$ cat config.mk
export PLATFORM = sky130hd
export DESIGN_NAME = cssr_front
export DESIGN_NICKNAME = d
export VERILOG_FILES = /design/src/design/cssr_pkg.sv /design/src/design/cssr_front.sv
export SDC_FILE = /design/constraint.sdc
export NUM_CORES = 1
export LEC_CHECK = 0
export ABC_CLOCK_PERIOD_IN_PS = 13430
export BUFFER_PORTS_ARGS = -buffer_cell sky130_fd_sc_hd__buf_2
export CAP_MARGIN = 10
export CORE_MARGIN = 3
export CORE_UTILIZATION = 50
export DETAILED_ROUTE_END_ITERATION = 8
export GPL_TIMING_DRIVEN = 0
export MAX_ROUTING_LAYER = met4
export PLACE_DENSITY = 0.77
export RECOVER_POWER = 100
export SLEW_MARGIN = 10
export SYNTH_ARGS = -nofsm -noshare
export SYNTH_HDL_FRONTEND = slang
export SYNTH_SLANG_ARGS = --single-unit
$ cat constraint.sdc
create_clock -name clk -period 13.43 [get_ports clk]
set_clock_uncertainty 0.1 [all_clocks]
set_input_delay 0.6715 -clock clk [delete_from_list [all_inputs] [get_ports clk]]
set_output_delay 0.6715 -clock clk [all_outputs]
set_load 0.1 [all_outputs]
$ cat src/design/cssr_pkg.sv
package cssr_pkg;

	localparam int IN_TDATA_W  = 104;
	localparam int OUT_TDATA_W = 32;
	localparam int CFG_IDX_W   = 2;
	localparam int CFG_DATA_W  = 16;
	localparam int SIDE_REG_W  = 9;
	localparam int SCALE_W     = 16;
	localparam int COORD_W     = 16;
	localparam int COLOR_W     = 13;
	localparam int PIX_W       = 8;
	localparam int SUM_W       = 26;
	localparam int CNT_W       = 14;
	localparam int FRAC_SH     = 14;
	localparam int GEO_W       = 35;
	localparam int DIV_W       = 35;
	localparam int QUO_W       = 9;
	localparam int AVG_MUL     = 510;
	localparam int CNT_SH      = 12;
	localparam int DEN_SH      = 21;

	localparam logic [CFG_IDX_W-1:0] REG_WIDTH  = 2'd0;
	localparam logic [CFG_IDX_W-1:0] REG_HEIGHT = 2'd1;
	localparam logic [CFG_IDX_W-1:0] REG_SCALE  = 2'd2;

	localparam logic [SIDE_REG_W-1:0] WIDTH_RST  = 9'd200;
	localparam logic [SIDE_REG_W-1:0] HEIGHT_RST = 9'd200;
	localparam logic [SCALE_W-1:0]    SCALE_RST  = 16'd256;

	localparam logic [COORD_W:0]         RADIUS_GROW = 17'd32;
	localparam logic signed [GEO_W-1:0]  ROUND_UP    = 35'sd16383;
	localparam logic [7:0]               ALPHA_FULL  = 8'hFF;
	localparam logic [63:0]              ROOT_BIT0   = 64'h4000_0000_0000_0000;

	typedef enum logic [1:0] {
		CMD_CLEAR,
		CMD_SPLAT,
		CMD_RESOLVE,
		CMD_READ
	} cmd_t;

	typedef struct packed {
		cmd_t               kind;
		logic [COORD_W-1:0] center_x;
		logic [COORD_W-1:0] center_y;
		logic [COORD_W-1:0] radius;
		logic [COLOR_W-1:0] red;
		logic [COLOR_W-1:0] green;
		logic [COLOR_W-1:0] blue;
		logic [PIX_W-1:0]   pixel_col;
		logic [PIX_W-1:0]   pixel_row;
		logic               in_range;
	} job_t;

	typedef struct packed {
		logic [CNT_W-1:0] cnt;
		logic [SUM_W-1:0] blue;
		logic [SUM_W-1:0] green;
		logic [SUM_W-1:0] red;
	} entry_t;

	typedef enum logic [4:0] {
		ST_CLR,
		ST_IDLE,
		ST_SPL_MUL,
		ST_SPL_RANGE,
		ST_ROW,
		ST_SQ,
		ST_ROOT_INIT,
		ST_SQRT,
		ST_SPAN,
		ST_ADD_RD,
		ST_ADD_WR,
		ST_SUB_RD,
		ST_SUB_WR,
		ST_NEXT,
		ST_RES_RD,
		ST_RES_WR,
		ST_RD_RD,
		ST_RD_PREP,
		ST_DIV,
		ST_OUT
	} back_state_t;

	function automatic entry_t entry_add(entry_t e, logic [COLOR_W-1:0] r,
			logic [COLOR_W-1:0] g, logic [COLOR_W-1:0] b, logic sub);
		entry_t o;
		if (sub) begin
			o.red   = e.red - SUM_W'(r);
			o.green = e.green - SUM_W'(g);
			o.blue  = e.blue - SUM_W'(b);
			o.cnt   = e.cnt - CNT_W'(1);
		end else begin
			o.red   = e.red + SUM_W'(r);
			o.green = e.green + SUM_W'(g);
			o.blue  = e.blue + SUM_W'(b);
			o.cnt   = e.cnt + CNT_W'(1);
		end
		return o;
	endfunction

	function automatic entry_t entry_sum(entry_t a, entry_t b);
		entry_t o;
		o.red   = a.red + b.red;
		o.green = a.green + b.green;
		o.blue  = a.blue + b.blue;
		o.cnt   = a.cnt + b.cnt;
		return o;
	endfunction

	function automatic logic [7:0] avg_byte(logic [QUO_W-1:0] q);
		logic [7:0] o;
		o = q[QUO_W-1] ? 8'hFF : q[7:0];
		return o;
	endfunction

endpackage

$ cat src/design/cssr_front.sv
module cssr_front #(
	parameter int MAX_SIDE    = 256,
	parameter int MAX_CIRCLES = 4096
) (
	input  logic                             clk,
	input  logic                             arst_n,
	input  logic                             s_tvalid,
	output logic                             s_tready,
	input  logic [cssr_pkg::IN_TDATA_W-1:0]  s_tdata,
	input  logic [1:0]                       s_tuser,
	input  logic [$clog2(MAX_SIDE+1)-1:0]    side_w,
	input  logic [$clog2(MAX_SIDE+1)-1:0]    side_h,
	input  logic                             hold,
	output logic                             job_valid,
	input  logic                             job_ready,
	output cssr_pkg::job_t                   job
);
	import cssr_pkg::*;

	localparam int TW = $clog2(MAX_CIRCLES + 1);

	logic [TW-1:0] taken_q;
	job_t          q_mem [2];
	logic          wr_q;
	logic          rd_q;
	logic [1:0]    cnt_q;
	job_t          in_job;
	logic          accept;
	logic          push;
	logic          pop;
	logic          full;

	always_comb begin
		in_job.kind      = cmd_t'(s_tuser);
		in_job.center_x  = s_tdata[15:0];
		in_job.center_y  = s_tdata[31:16];
		in_job.radius    = s_tdata[47:32];
		in_job.red       = s_tdata[60:48];
		in_job.green     = s_tdata[73:61];
		in_job.blue      = s_tdata[86:74];
		in_job.pixel_col = s_tdata[94:87];
		in_job.pixel_row = s_tdata[102:95];
		in_job.in_range  = (32'(s_tdata[94:87]) < 32'(side_w)) &&
			(32'(s_tdata[102:95]) < 32'(side_h));
	end

	assign full      = (taken_q == TW'(MAX_CIRCLES));
	assign s_tready  = (cnt_q != 2'd2) && !hold;
	assign accept    = s_tvalid && s_tready;
	assign push      = accept && !((in_job.kind == CMD_SPLAT) && full);
	assign job_valid = (cnt_q != 2'd0);
	assign job       = q_mem[rd_q];
	assign pop       = job_valid && job_ready;

	always_ff @(posedge clk or negedge arst_n) begin
		if (!arst_n) begin
			taken_q <= '0;
			wr_q    <= 1'b0;
			rd_q    <= 1'b0;
			cnt_q   <= 2'd0;
		end else begin
			if (accept && in_job.kind == CMD_CLEAR) begin
				taken_q <= '0;
			end else if (accept && in_job.kind == CMD_SPLAT && !full) begin
				taken_q <= taken_q + TW'(1);
			end
			if (push) begin
				wr_q <= !wr_q;
			end
			if (pop) begin
				rd_q <= !rd_q;
			end
			cnt_q <= cnt_q + 2'(push) - 2'(pop);
		end
	end

	always_ff @(posedge clk) begin
		if (push) begin
			q_mem[wr_q] <= in_job;
		end
	end

endmodule

Word level (Yosys, flattened, before mapping). Memory sizes are Yosys's and may differ from the RTL's. Cells that the tools add are included.

Add/sub/neg operators: 3. Order comparisons: 2. Equality and inequality tests: 3. Multiplexer cells: 4. Reduce and logical (&&, ||, !) cells: 17.

Operators by type and width (number): 13-bit two-way mux (2); 8-bit by 9-bit < comparator with 1-bit output (2); 13-bit by 1-bit adder with 13-bit output, second input constant (1); 13-bit == test, second input constant (1); 1-bit logical AND (9); 1-bit logical NOT (5); 2-bit nonzero test (2); 2-bit by 1-bit adder with 2-bit output (1); 2-bit by 1-bit == test with 1-bit output, second input constant (1); 2-bit logical NOT (1); 1-bit two-way mux (2); 2-bit inequality test, second input constant (1); 2-bit by 1-bit subtractor with 2-bit output (1).

Register bits: 17. RAM bits: 212. Input bits: 129. Output and inout port bits: 108. Logic and storage cells: 34. Memories: 1.

Memory list: q_mem (depth 2, bits a word 106, read ports 1, clocked after memory_dff 0, wr ports 1, RTL line cssr_front.sv:23) `job_t q_mem [2];`.

Logic depth before layout (Yosys ltp). Gate-level depths: netlist (run 1).

Depth in word-level cells: 7. Gate-level depth with buffers: 10. Depth with buffers taken out: 10.

Least setup slack after synthesis (run 1). Ideal clock, no wire load.

Kind: in2reg. Start point: input hold. End point: memory q_mem[0][0] in the netlist's numbering (enable). Library setup time: 572 ps. Data arrival time: 6975 ps. Data required time: 12758 ps. Path slack: 5783 ps. Cell stages on the path: 3. Buffers on the path: 0. Path through: nor2b_1 nand3_1 nor2_1.

Word-level cells in the longest chain between the ends: 6.

Ends and longest elaborated chain: from (decl) (RTL line cssr_front.sv:13) `input logic hold,`; 1-bit logical NOT (RTL line cssr_front.sv:48) `assign s_tready = (cnt_q != 2'd2) && !hold;`; 1-bit logical AND (RTL line cssr_front.sv:48); 1-bit logical AND (RTL line cssr_front.sv:49) `assign accept = s_tvalid && s_tready;`; 1-bit logical AND (RTL line cssr_front.sv:50) `assign push = accept && !((in_job.kind == CMD_SPLAT) && full);`; 1-bit two-way mux (RTL line cssr_front.sv:78) `if (push) begin`; 1-bit two-way mux (implied by the code) (RTL line cssr_front.sv:79) `q_mem[wr_q] <= in_job;`; to (decl) (RTL line cssr_front.sv:23).

Every way passes these cells.

Worst setup path after layout (run 1).
Start point: register taken_q[0]. End point: memory q_mem[1][42] in the netlist's numbering (enable).

Word-level cells in the longest chain between the ends: 6.

Ends and longest elaborated chain: from (decl) (RTL line cssr_front.sv:22) `logic [TW-1:0] taken_q;`; from (signal assigned) (RTL line cssr_front.sv:65) `taken_q <= taken_q + TW'(1);`; 13-bit == test (RTL line cssr_front.sv:47) `assign full = (taken_q == TW'(MAX_CIRCLES));`; 1-bit logical AND (RTL line cssr_front.sv:50); 1-bit logical NOT (RTL line cssr_front.sv:50); 1-bit logical AND (RTL line cssr_front.sv:50); 1-bit two-way mux (RTL line cssr_front.sv:78); 1-bit two-way mux (implied by the code) (RTL line cssr_front.sv:79).

Every way passes these cells.

==> metrics, run 1 <==
Area Growth Syn to Fin 22.7%; die boundary height 140 um; IO Pins 237; CP dominant cell by count sky130_fd_sc_hd__clkbuf_1; worst slew margin relative to its limit -0.175; Fmax 0.178 GHz; final worst-path cycle share 0.417; die width 140 um; antenna violations before repair 2; launch instance of the worst min-delay path s_tdata[58]; failing checks max-capacitance violations, max-slew violations; first-pass detailed-route iteration total 5; number of global-route vias before repair 5556; starting density of the core 0.514; post-detailed-route count of antenna-violating nets 0; Routed wire per std cell 18.9 um; sum of net half-perimeters after detailed placement 13.3 mm; nature of the critical path startpoint flip-flop; sequential area share after synthesis 0.758; buffer depth of the longest clock path 3; synthesized area 0.00896 mm^2; drc violations 0; reg-to-reg endpoint q_mem[1][42]; First DRT Iteration DRCs 263; met3 layer wire length in the routed design 1.12 mm; standard-cell row count 48; TritonCTS clock tree built; highest signal layer in the routed design met4; Congestion Overflow GR 0; Crit Path Class reg2reg; CP Data Arrival Time 5600 ps; Sink Count 229; fin crit period 5600 ps; fraction of layout cells with a size suffix above 1 0.277; accumulated negative setup slack 0 ps; setup slack after placement 10500 ps; Hold Path Class in2reg; CTS root buffer sky130_fd_sc_hd__clkbuf_16; FFs w/ async S/R, synth 0.0742; fillers 1347; Max Slew Vio Count 226; die outline area 0.0196 mm^2; crit-path max cell delay 1340 ps; I/O Buffers 235; total met2 wirelength after detailed routing 9.48 mm; setup repair after global routing missed its margin no; htree depth 1; commonest non-fill, non-tap cell in the layout sky130_fd_sc_hd__edfxtp_1; worst hold stages 1; global-route wire length before repair 29.2 mm; transition time of the tightest slew-check pin 1760 ps; Most used DFF post-synth sky130_fd_sc_hd__edfxtp_1; Placeable Area 0.0174 mm^2; end point of the most critical hold path q_mem[0][53]; worst endpoint required time 13420 ps; Num CTS Buffers 24; number of synthesized flops with an enable pin 212; number of warnings reported in the yosys synthesis log 0; leading cell types in the layout, fill and taps excluded 212 x sky130_fd_sc_hd__edfxtp_1, 188 x sky130_fd_sc_hd__clkbuf_1, 106 x sky130_fd_sc_hd__mux2_2, 70 x sky130_fd_sc_hd__buf_2, 24 x sky130_fd_sc_hd__clkbuf_16; status finished, violations left; number of different library cells in the post-synthesis netlist 42; post-layout net count 894; flop and latch count out of synthesis 229; post-cts sizing count 0; Worst-Skew Late Latency 500 ps; overall global routing resource usage 0.190; maxcap violations 8; logic depth of the worst register-to-register path 8; number of instances in the synthesized netlist 479; crit path cell chain inv_1 > ha_1 > nor4b_1 > nand4_1 > nand3_1 > nor2_1 > clkbuf_1 > clkbuf_1; crit path capture type flip-flop; global placement routability congestion 0.805; final WL 18.7 mm; total routed wire length on the met1 layer 7.64 mm; setup violation total in the final timing report 0; slowest library cell on the worst path sky130_fd_sc_hd__nor2_1; count of buffering cells on the critical path with inverters included 3; via count 5216; register-to-register path setup slack 7830 ps; delay-heaviest family, CP buffers and inverters; Final Hold Vio Count 0; pin count of the biggest net entering global routing 31; crit-path max FO 30; via/cell ratio 5.26; Mapped Nets 626; Avg Inst Size Synth 18.7 um^2; Worst Setup Slack, final 7830 ps; launch instance of the worst register-to-register path taken_q[0]; CTS clock-pin slew for the worst setup and hold paths 60 ps
==> cell type report <==
type	count	area (um^2)	area share
multi-input combinational	215	2000	0.182
antenna	2	5.00	0.000456
tap	225	282	0.0256
clock inverter	15	155	0.0141
timing repair buffer	242	1000	0.0912
sequential	229	6790	0.618
clock buffer	28	616	0.0560
buffer	13	48.8	0.00444
inverter	22	82.6	0.00752
==> state kept, by name, summed over array words and instances (netlist names) <==
register and count:
wr_q 1, taken_q 13, rd_q 1, q_mem 212
cnt_q 2
==> metal layers <==
| metal | up-vias | track usage |
|---|---|---|
| met1 | 2587 | 0.233 |
| li1 | 2406 | - |
| met5 | - | - |
| met3 | 40 | 0.0344 |
| met2 | 183 | 0.328 |
| met4 | 0 | 0.0510 |
==> what timing repair did <==
| action | in CTS | in global routing |
|---|---|---|
| hold buffers | 1 | 0 |
| setup buffers | 0 | 0 |
| endpoints found under the hold margin | 17 | 0 |
==> synthesized netlist by cell type (3+ instances only) <==
library cell / number / area share
sky130_fd_sc_hd__clkbuf_1: 8 / 0.0034
sky130_fd_sc_hd__edfxtp_1: 212 / 0.71
sky130_fd_sc_hd__nand3_1: 7 / 0.0039
sky130_fd_sc_hd__mux2_2: 106 / 0.13
sky130_fd_sc_hd__or3_1: 5 / 0.0035
sky130_fd_sc_hd__nand2_1: 9 / 0.0038
sky130_fd_sc_hd__dfrtp_1: 17 / 0.047
sky130_fd_sc_hd__inv_1: 22 / 0.0092
sky130_fd_sc_hd__nor2_1: 5 / 0.0021
sky130_fd_sc_hd__xnor2_1: 3 / 0.0029
sky130_fd_sc_hd__ha_1: 18 / 0.025
sky130_fd_sc_hd__and3_1: 3 / 0.0021
sky130_fd_sc_hd__nand4_1: 4 / 0.0028
sky130_fd_sc_hd__o21ai_0: 7 / 0.0039
sky130_fd_sc_hd__mux2i_1: 5 / 0.0056
sky130_fd_sc_hd__buf_2: 5 / 0.0028
sky130_fd_sc_hd__a21oi_1: 10 / 0.0056
==> cell families (layout without fill, tap and decap cells) <==
kind of cell,Yosys count,count (layout),share of synthesized area
other,0,2,0
multiplexers,111,111,0.139
flip-flops,229,229,0.758
AND/OR/NAND/NOR,54,54,0.0394
adder cells (fa/ha/maj),18,18,0.0251
buffers and inverters,35,320,0.0154
XOR/XNOR,4,4,0.00391
AO/OA/AOI/OAI,28,28,0.0190
==> stage by stage <==
step / hold WS [ps] / util / std cells / instance area [um^2]
final: 255 / 0.631 / 991 / 11000
after global routing: 229 / 0.631 / 991 / 11000
after CTS: 231 / 0.651 / 989 / 11300
after detailed placement: 413 / 0.606 / 945 / 10500
after global placement: 382 / 0.598 / 939 / 10400
after floorplan: 276 / - / 479 / 8960
==> worst max path at each step <==
stage / start / to / slack (ps) / cells after the start
4_1_cts: rd_q / job[85] / 9960 / 5
6_report: taken_q[0] / q_mem[1][42] / 7830 / 8
3_5_place_dp: s_tuser[0] / q_mem[1][90] / 10500 / 7
5_1_grt: taken_q[0] / q_mem[0][90] / 7290 / 8
2_1_floorplan: hold / q_mem[0][0] / 5780 / 3
3_3_place_gp: s_tuser[0] / q_mem[1][74] / 5060 / 5
Power of run 1 is left out: the tool's default activity adds up to more than one toggle a clock period on the data nets, which glitch-free logic cannot reach.
==> run 2, diff against run 1 <==
Settings changed: ABC_CLOCK_PERIOD_IN_PS 13430 to 5300.
Clock period 13.43 ns to 5.3 ns, I/O delays scaled along.
==> metrics, run 2 (synthesis gave the netlist of run 1 again) <==
buffer depth of the longest clock path 3 (unchanged); fraction of layout cells with a size suffix above 1 0.222 (was 0.277); antenna violations before repair 0 (was 2); Area Growth Syn to Fin 35.0% (was 22.7%); PD cells 606 mW/mm^2; Final Hold Vio Count 0 (unchanged); die width 140 um (unchanged); standard-cell row count 48 (unchanged); I/O Buffers 235 (unchanged); portion of total power attributed to the clock network 0.210; first-pass detailed-route iteration total 4 (was 5); via/cell ratio 5.15 (was 5.26); post-layout net count 1002 (was 894); setup violation total in the final timing report 0 (unchanged); htree depth 1 (unchanged); via count 5651 (was 5216); drc violations 0 (unchanged); leading cell types in the layout, fill and taps excluded 212 x sky130_fd_sc_hd__edfxtp_1, 211 x sky130_fd_sc_hd__clkbuf_1, 107 x sky130_fd_sc_hd__dlygate4sd3_1, 106 x sky130_fd_sc_hd__mux2_2, 46 x sky130_fd_sc_hd__buf_2 (was 212 x sky130_fd_sc_hd__edfxtp_1, 188 x sky130_fd_sc_hd__clkbuf_1, 106 x sky130_fd_sc_hd__mux2_2, 70 x sky130_fd_sc_hd__buf_2, 24 x sky130_fd_sc_hd__clkbuf_16); crit-path max FO 10 (was 30); Fmax 0.251 GHz; Congestion Overflow GR 0 (unchanged); CTS root buffer sky130_fd_sc_hd__clkbuf_16 (unchanged); leakage component of the power 4.29 nW; overall global routing resource usage 0.214 (was 0.190); TritonCTS clock tree built (unchanged); count of non-filler cells in the finished layout 1098 (was 991); sum of net half-perimeters after detailed placement 13.6 mm (was 13.3 mm); setup repair after global routing missed its margin no (unchanged); final WL 20.9 mm (was 18.7 mm); launch instance of the worst register-to-register path taken_q[0] (unchanged); part of the total power dissipated in sequential elements 0.314; number of placed instances with taps included 947 (was 945); pin count of the biggest net entering global routing 32 (was 31); Worst-Skew Late Latency 500 ps (about the same); First DRT Iteration DRCs 290 (was 263); CTS clock-pin slew for the worst setup and hold paths 60 ps (about the same); starting density of the core 0.514 (unchanged); reg-to-reg endpoint q_mem[1][19] (was q_mem[1][42]); Max Slew Vio Count 0 (was 226); worst hold stages 3 (was 1); maxcap violations 0 (was 8); IO Pins 237 (unchanged); end point of the most critical hold path wr_q (was q_mem[0][53]); fin crit period 3980 ps; crit path capture type primary output (was flip-flop); largest registers q_mem: 212 flops, taken_q: 13 flops, cnt_q: 2 flops (unchanged); number of global-route vias before repair 5949 (was 5556); Crit Path Class reg2out (was reg2reg); die outline area 0.0196 mm^2 (unchanged); worst ir drop on vdd 436 uV; global placement routability congestion 0.793 (was 0.805); accumulated negative setup slack 0 ps (unchanged); worst endpoint required time 4930 ps (was 13420 ps); Hold Path Class in2reg (unchanged); Sink Count 229 (unchanged); switch share 0.485; status finished, final reports clean (was finished, violations left); logic depth of the worst register-to-register path 8 (unchanged); launch instance of the worst min-delay path s_tvalid (was s_tdata[58]); max FFs per register 212 (unchanged); final core utilization 0.694 (was 0.631); CP Data Arrival Time 3620 ps (was 5600 ps); register-to-register path setup slack 1500 ps (was 7830 ps); Num CTS Buffers 24 (unchanged); global-route wire length before repair 31.9 mm (was 29.2 mm); commonest non-fill, non-tap cell in the layout sky130_fd_sc_hd__edfxtp_1 (unchanged); internal power 3.77 mW; post-detailed-route count of antenna-violating nets 0 (unchanged); final worst-path cycle share 0.751; worst slew margin relative to its limit 0.130 (was -0.175); die boundary height 140 um (unchanged); transition time of the tightest slew-check pin 1300 ps (was 1760 ps); Routed wire per std cell 19.1 um (was 18.9 um); power share of the combinational group 0.476; Placeable Area 0.0174 mm^2 (unchanged); Sw Pwr 3.56 mW; diodes inserted 0 (was 2); Top reg by flops q_mem (unchanged); nature of the critical path startpoint flip-flop (unchanged)
## run 2: how the worst max path moves through the flow
stage | start | to | slack (ps) | cells after the start
6_report | rd_q | job[89] | 1320 | 5
3_5_place_dp | taken_q[0] | q_mem[1][86] | 2650 | 8
3_3_place_gp | taken_q[0] | q_mem[1][86] | -440 | 6
5_1_grt | rd_q | job[81] | 1100 | 5
2_1_floorplan | cnt_q[1] | q_mem[0][0] | -500 | 4
4_1_cts | rd_q | job[78] | 2210 | 5
## run 2: repair_timing
action                    4_1_cts  5_1_grt
resized for setup               0        0
buffers inserted                0        0
hold buffers                  107        0
hold endpoints to repair      228        0
## run 2: layout make-up
class | instances | area, um^2
flip-flops and latches | 229 | 6790
repair buffers | 350 | 2150
fillers | 1229 | 5330
well taps | 225 | 282
inverters | 22 | 82.6
clock inverters | 8 | 35.0
clock buffers | 36 | 697
plain buffers | 13 | 48.8
multi-input cells | 215 | 2000
## run 2: critical path: stages (launching register included)
cell and delay (ps):
sky130_fd_sc_hd__dfrtp_1 310, sky130_fd_sc_hd__clkbuf_1 500, sky130_fd_sc_hd__clkbuf_1 580, sky130_fd_sc_hd__clkbuf_1 540
sky130_fd_sc_hd__mux2_2 290, sky130_fd_sc_hd__clkbuf_1 890
## run 2: through the flow
stage                     instance area, um^2  setup WS (ps)  hold slack [ps]  power, mW
after floorplan                          8960           -496             -131       5.27
after global placement                  10400           -443             95.3       5.77
after detailed placement                10600           2650              114       5.85
after CTS                               12400           2210              106       7.47
after global routing                    12100           1100             47.0       7.58
final                                   12100           1320             51.4       7.33
## run 2: routing by layer
| layer | part of all wire | up-vias | track usage |
|---|---|---|---|
| met5 | 0 | - | - |
| met4 | 0.023 | 0 | 0.0551 |
| met3 | 0.056 | 39 | 0.0340 |
| met2 | 0.53 | 194 | 0.378 |
| met1 | 0.39 | 2798 | 0.259 |
| li1 | - | 2620 | - |
## run 2: power by group through the flow
stage | combinational [mW] | clock [mW] | sequential (mW)
after floorplan | 2.94 | 0 | 2.33
after global placement | 3.41 | 0 | 2.35
after detailed placement | 3.52 | 0 | 2.34
after CTS | 3.60 | 1.57 | 2.30
after global routing | 3.60 | 1.66 | 2.32
final | 3.49 | 1.54 | 2.30
(Power assumes the default switching activity.)
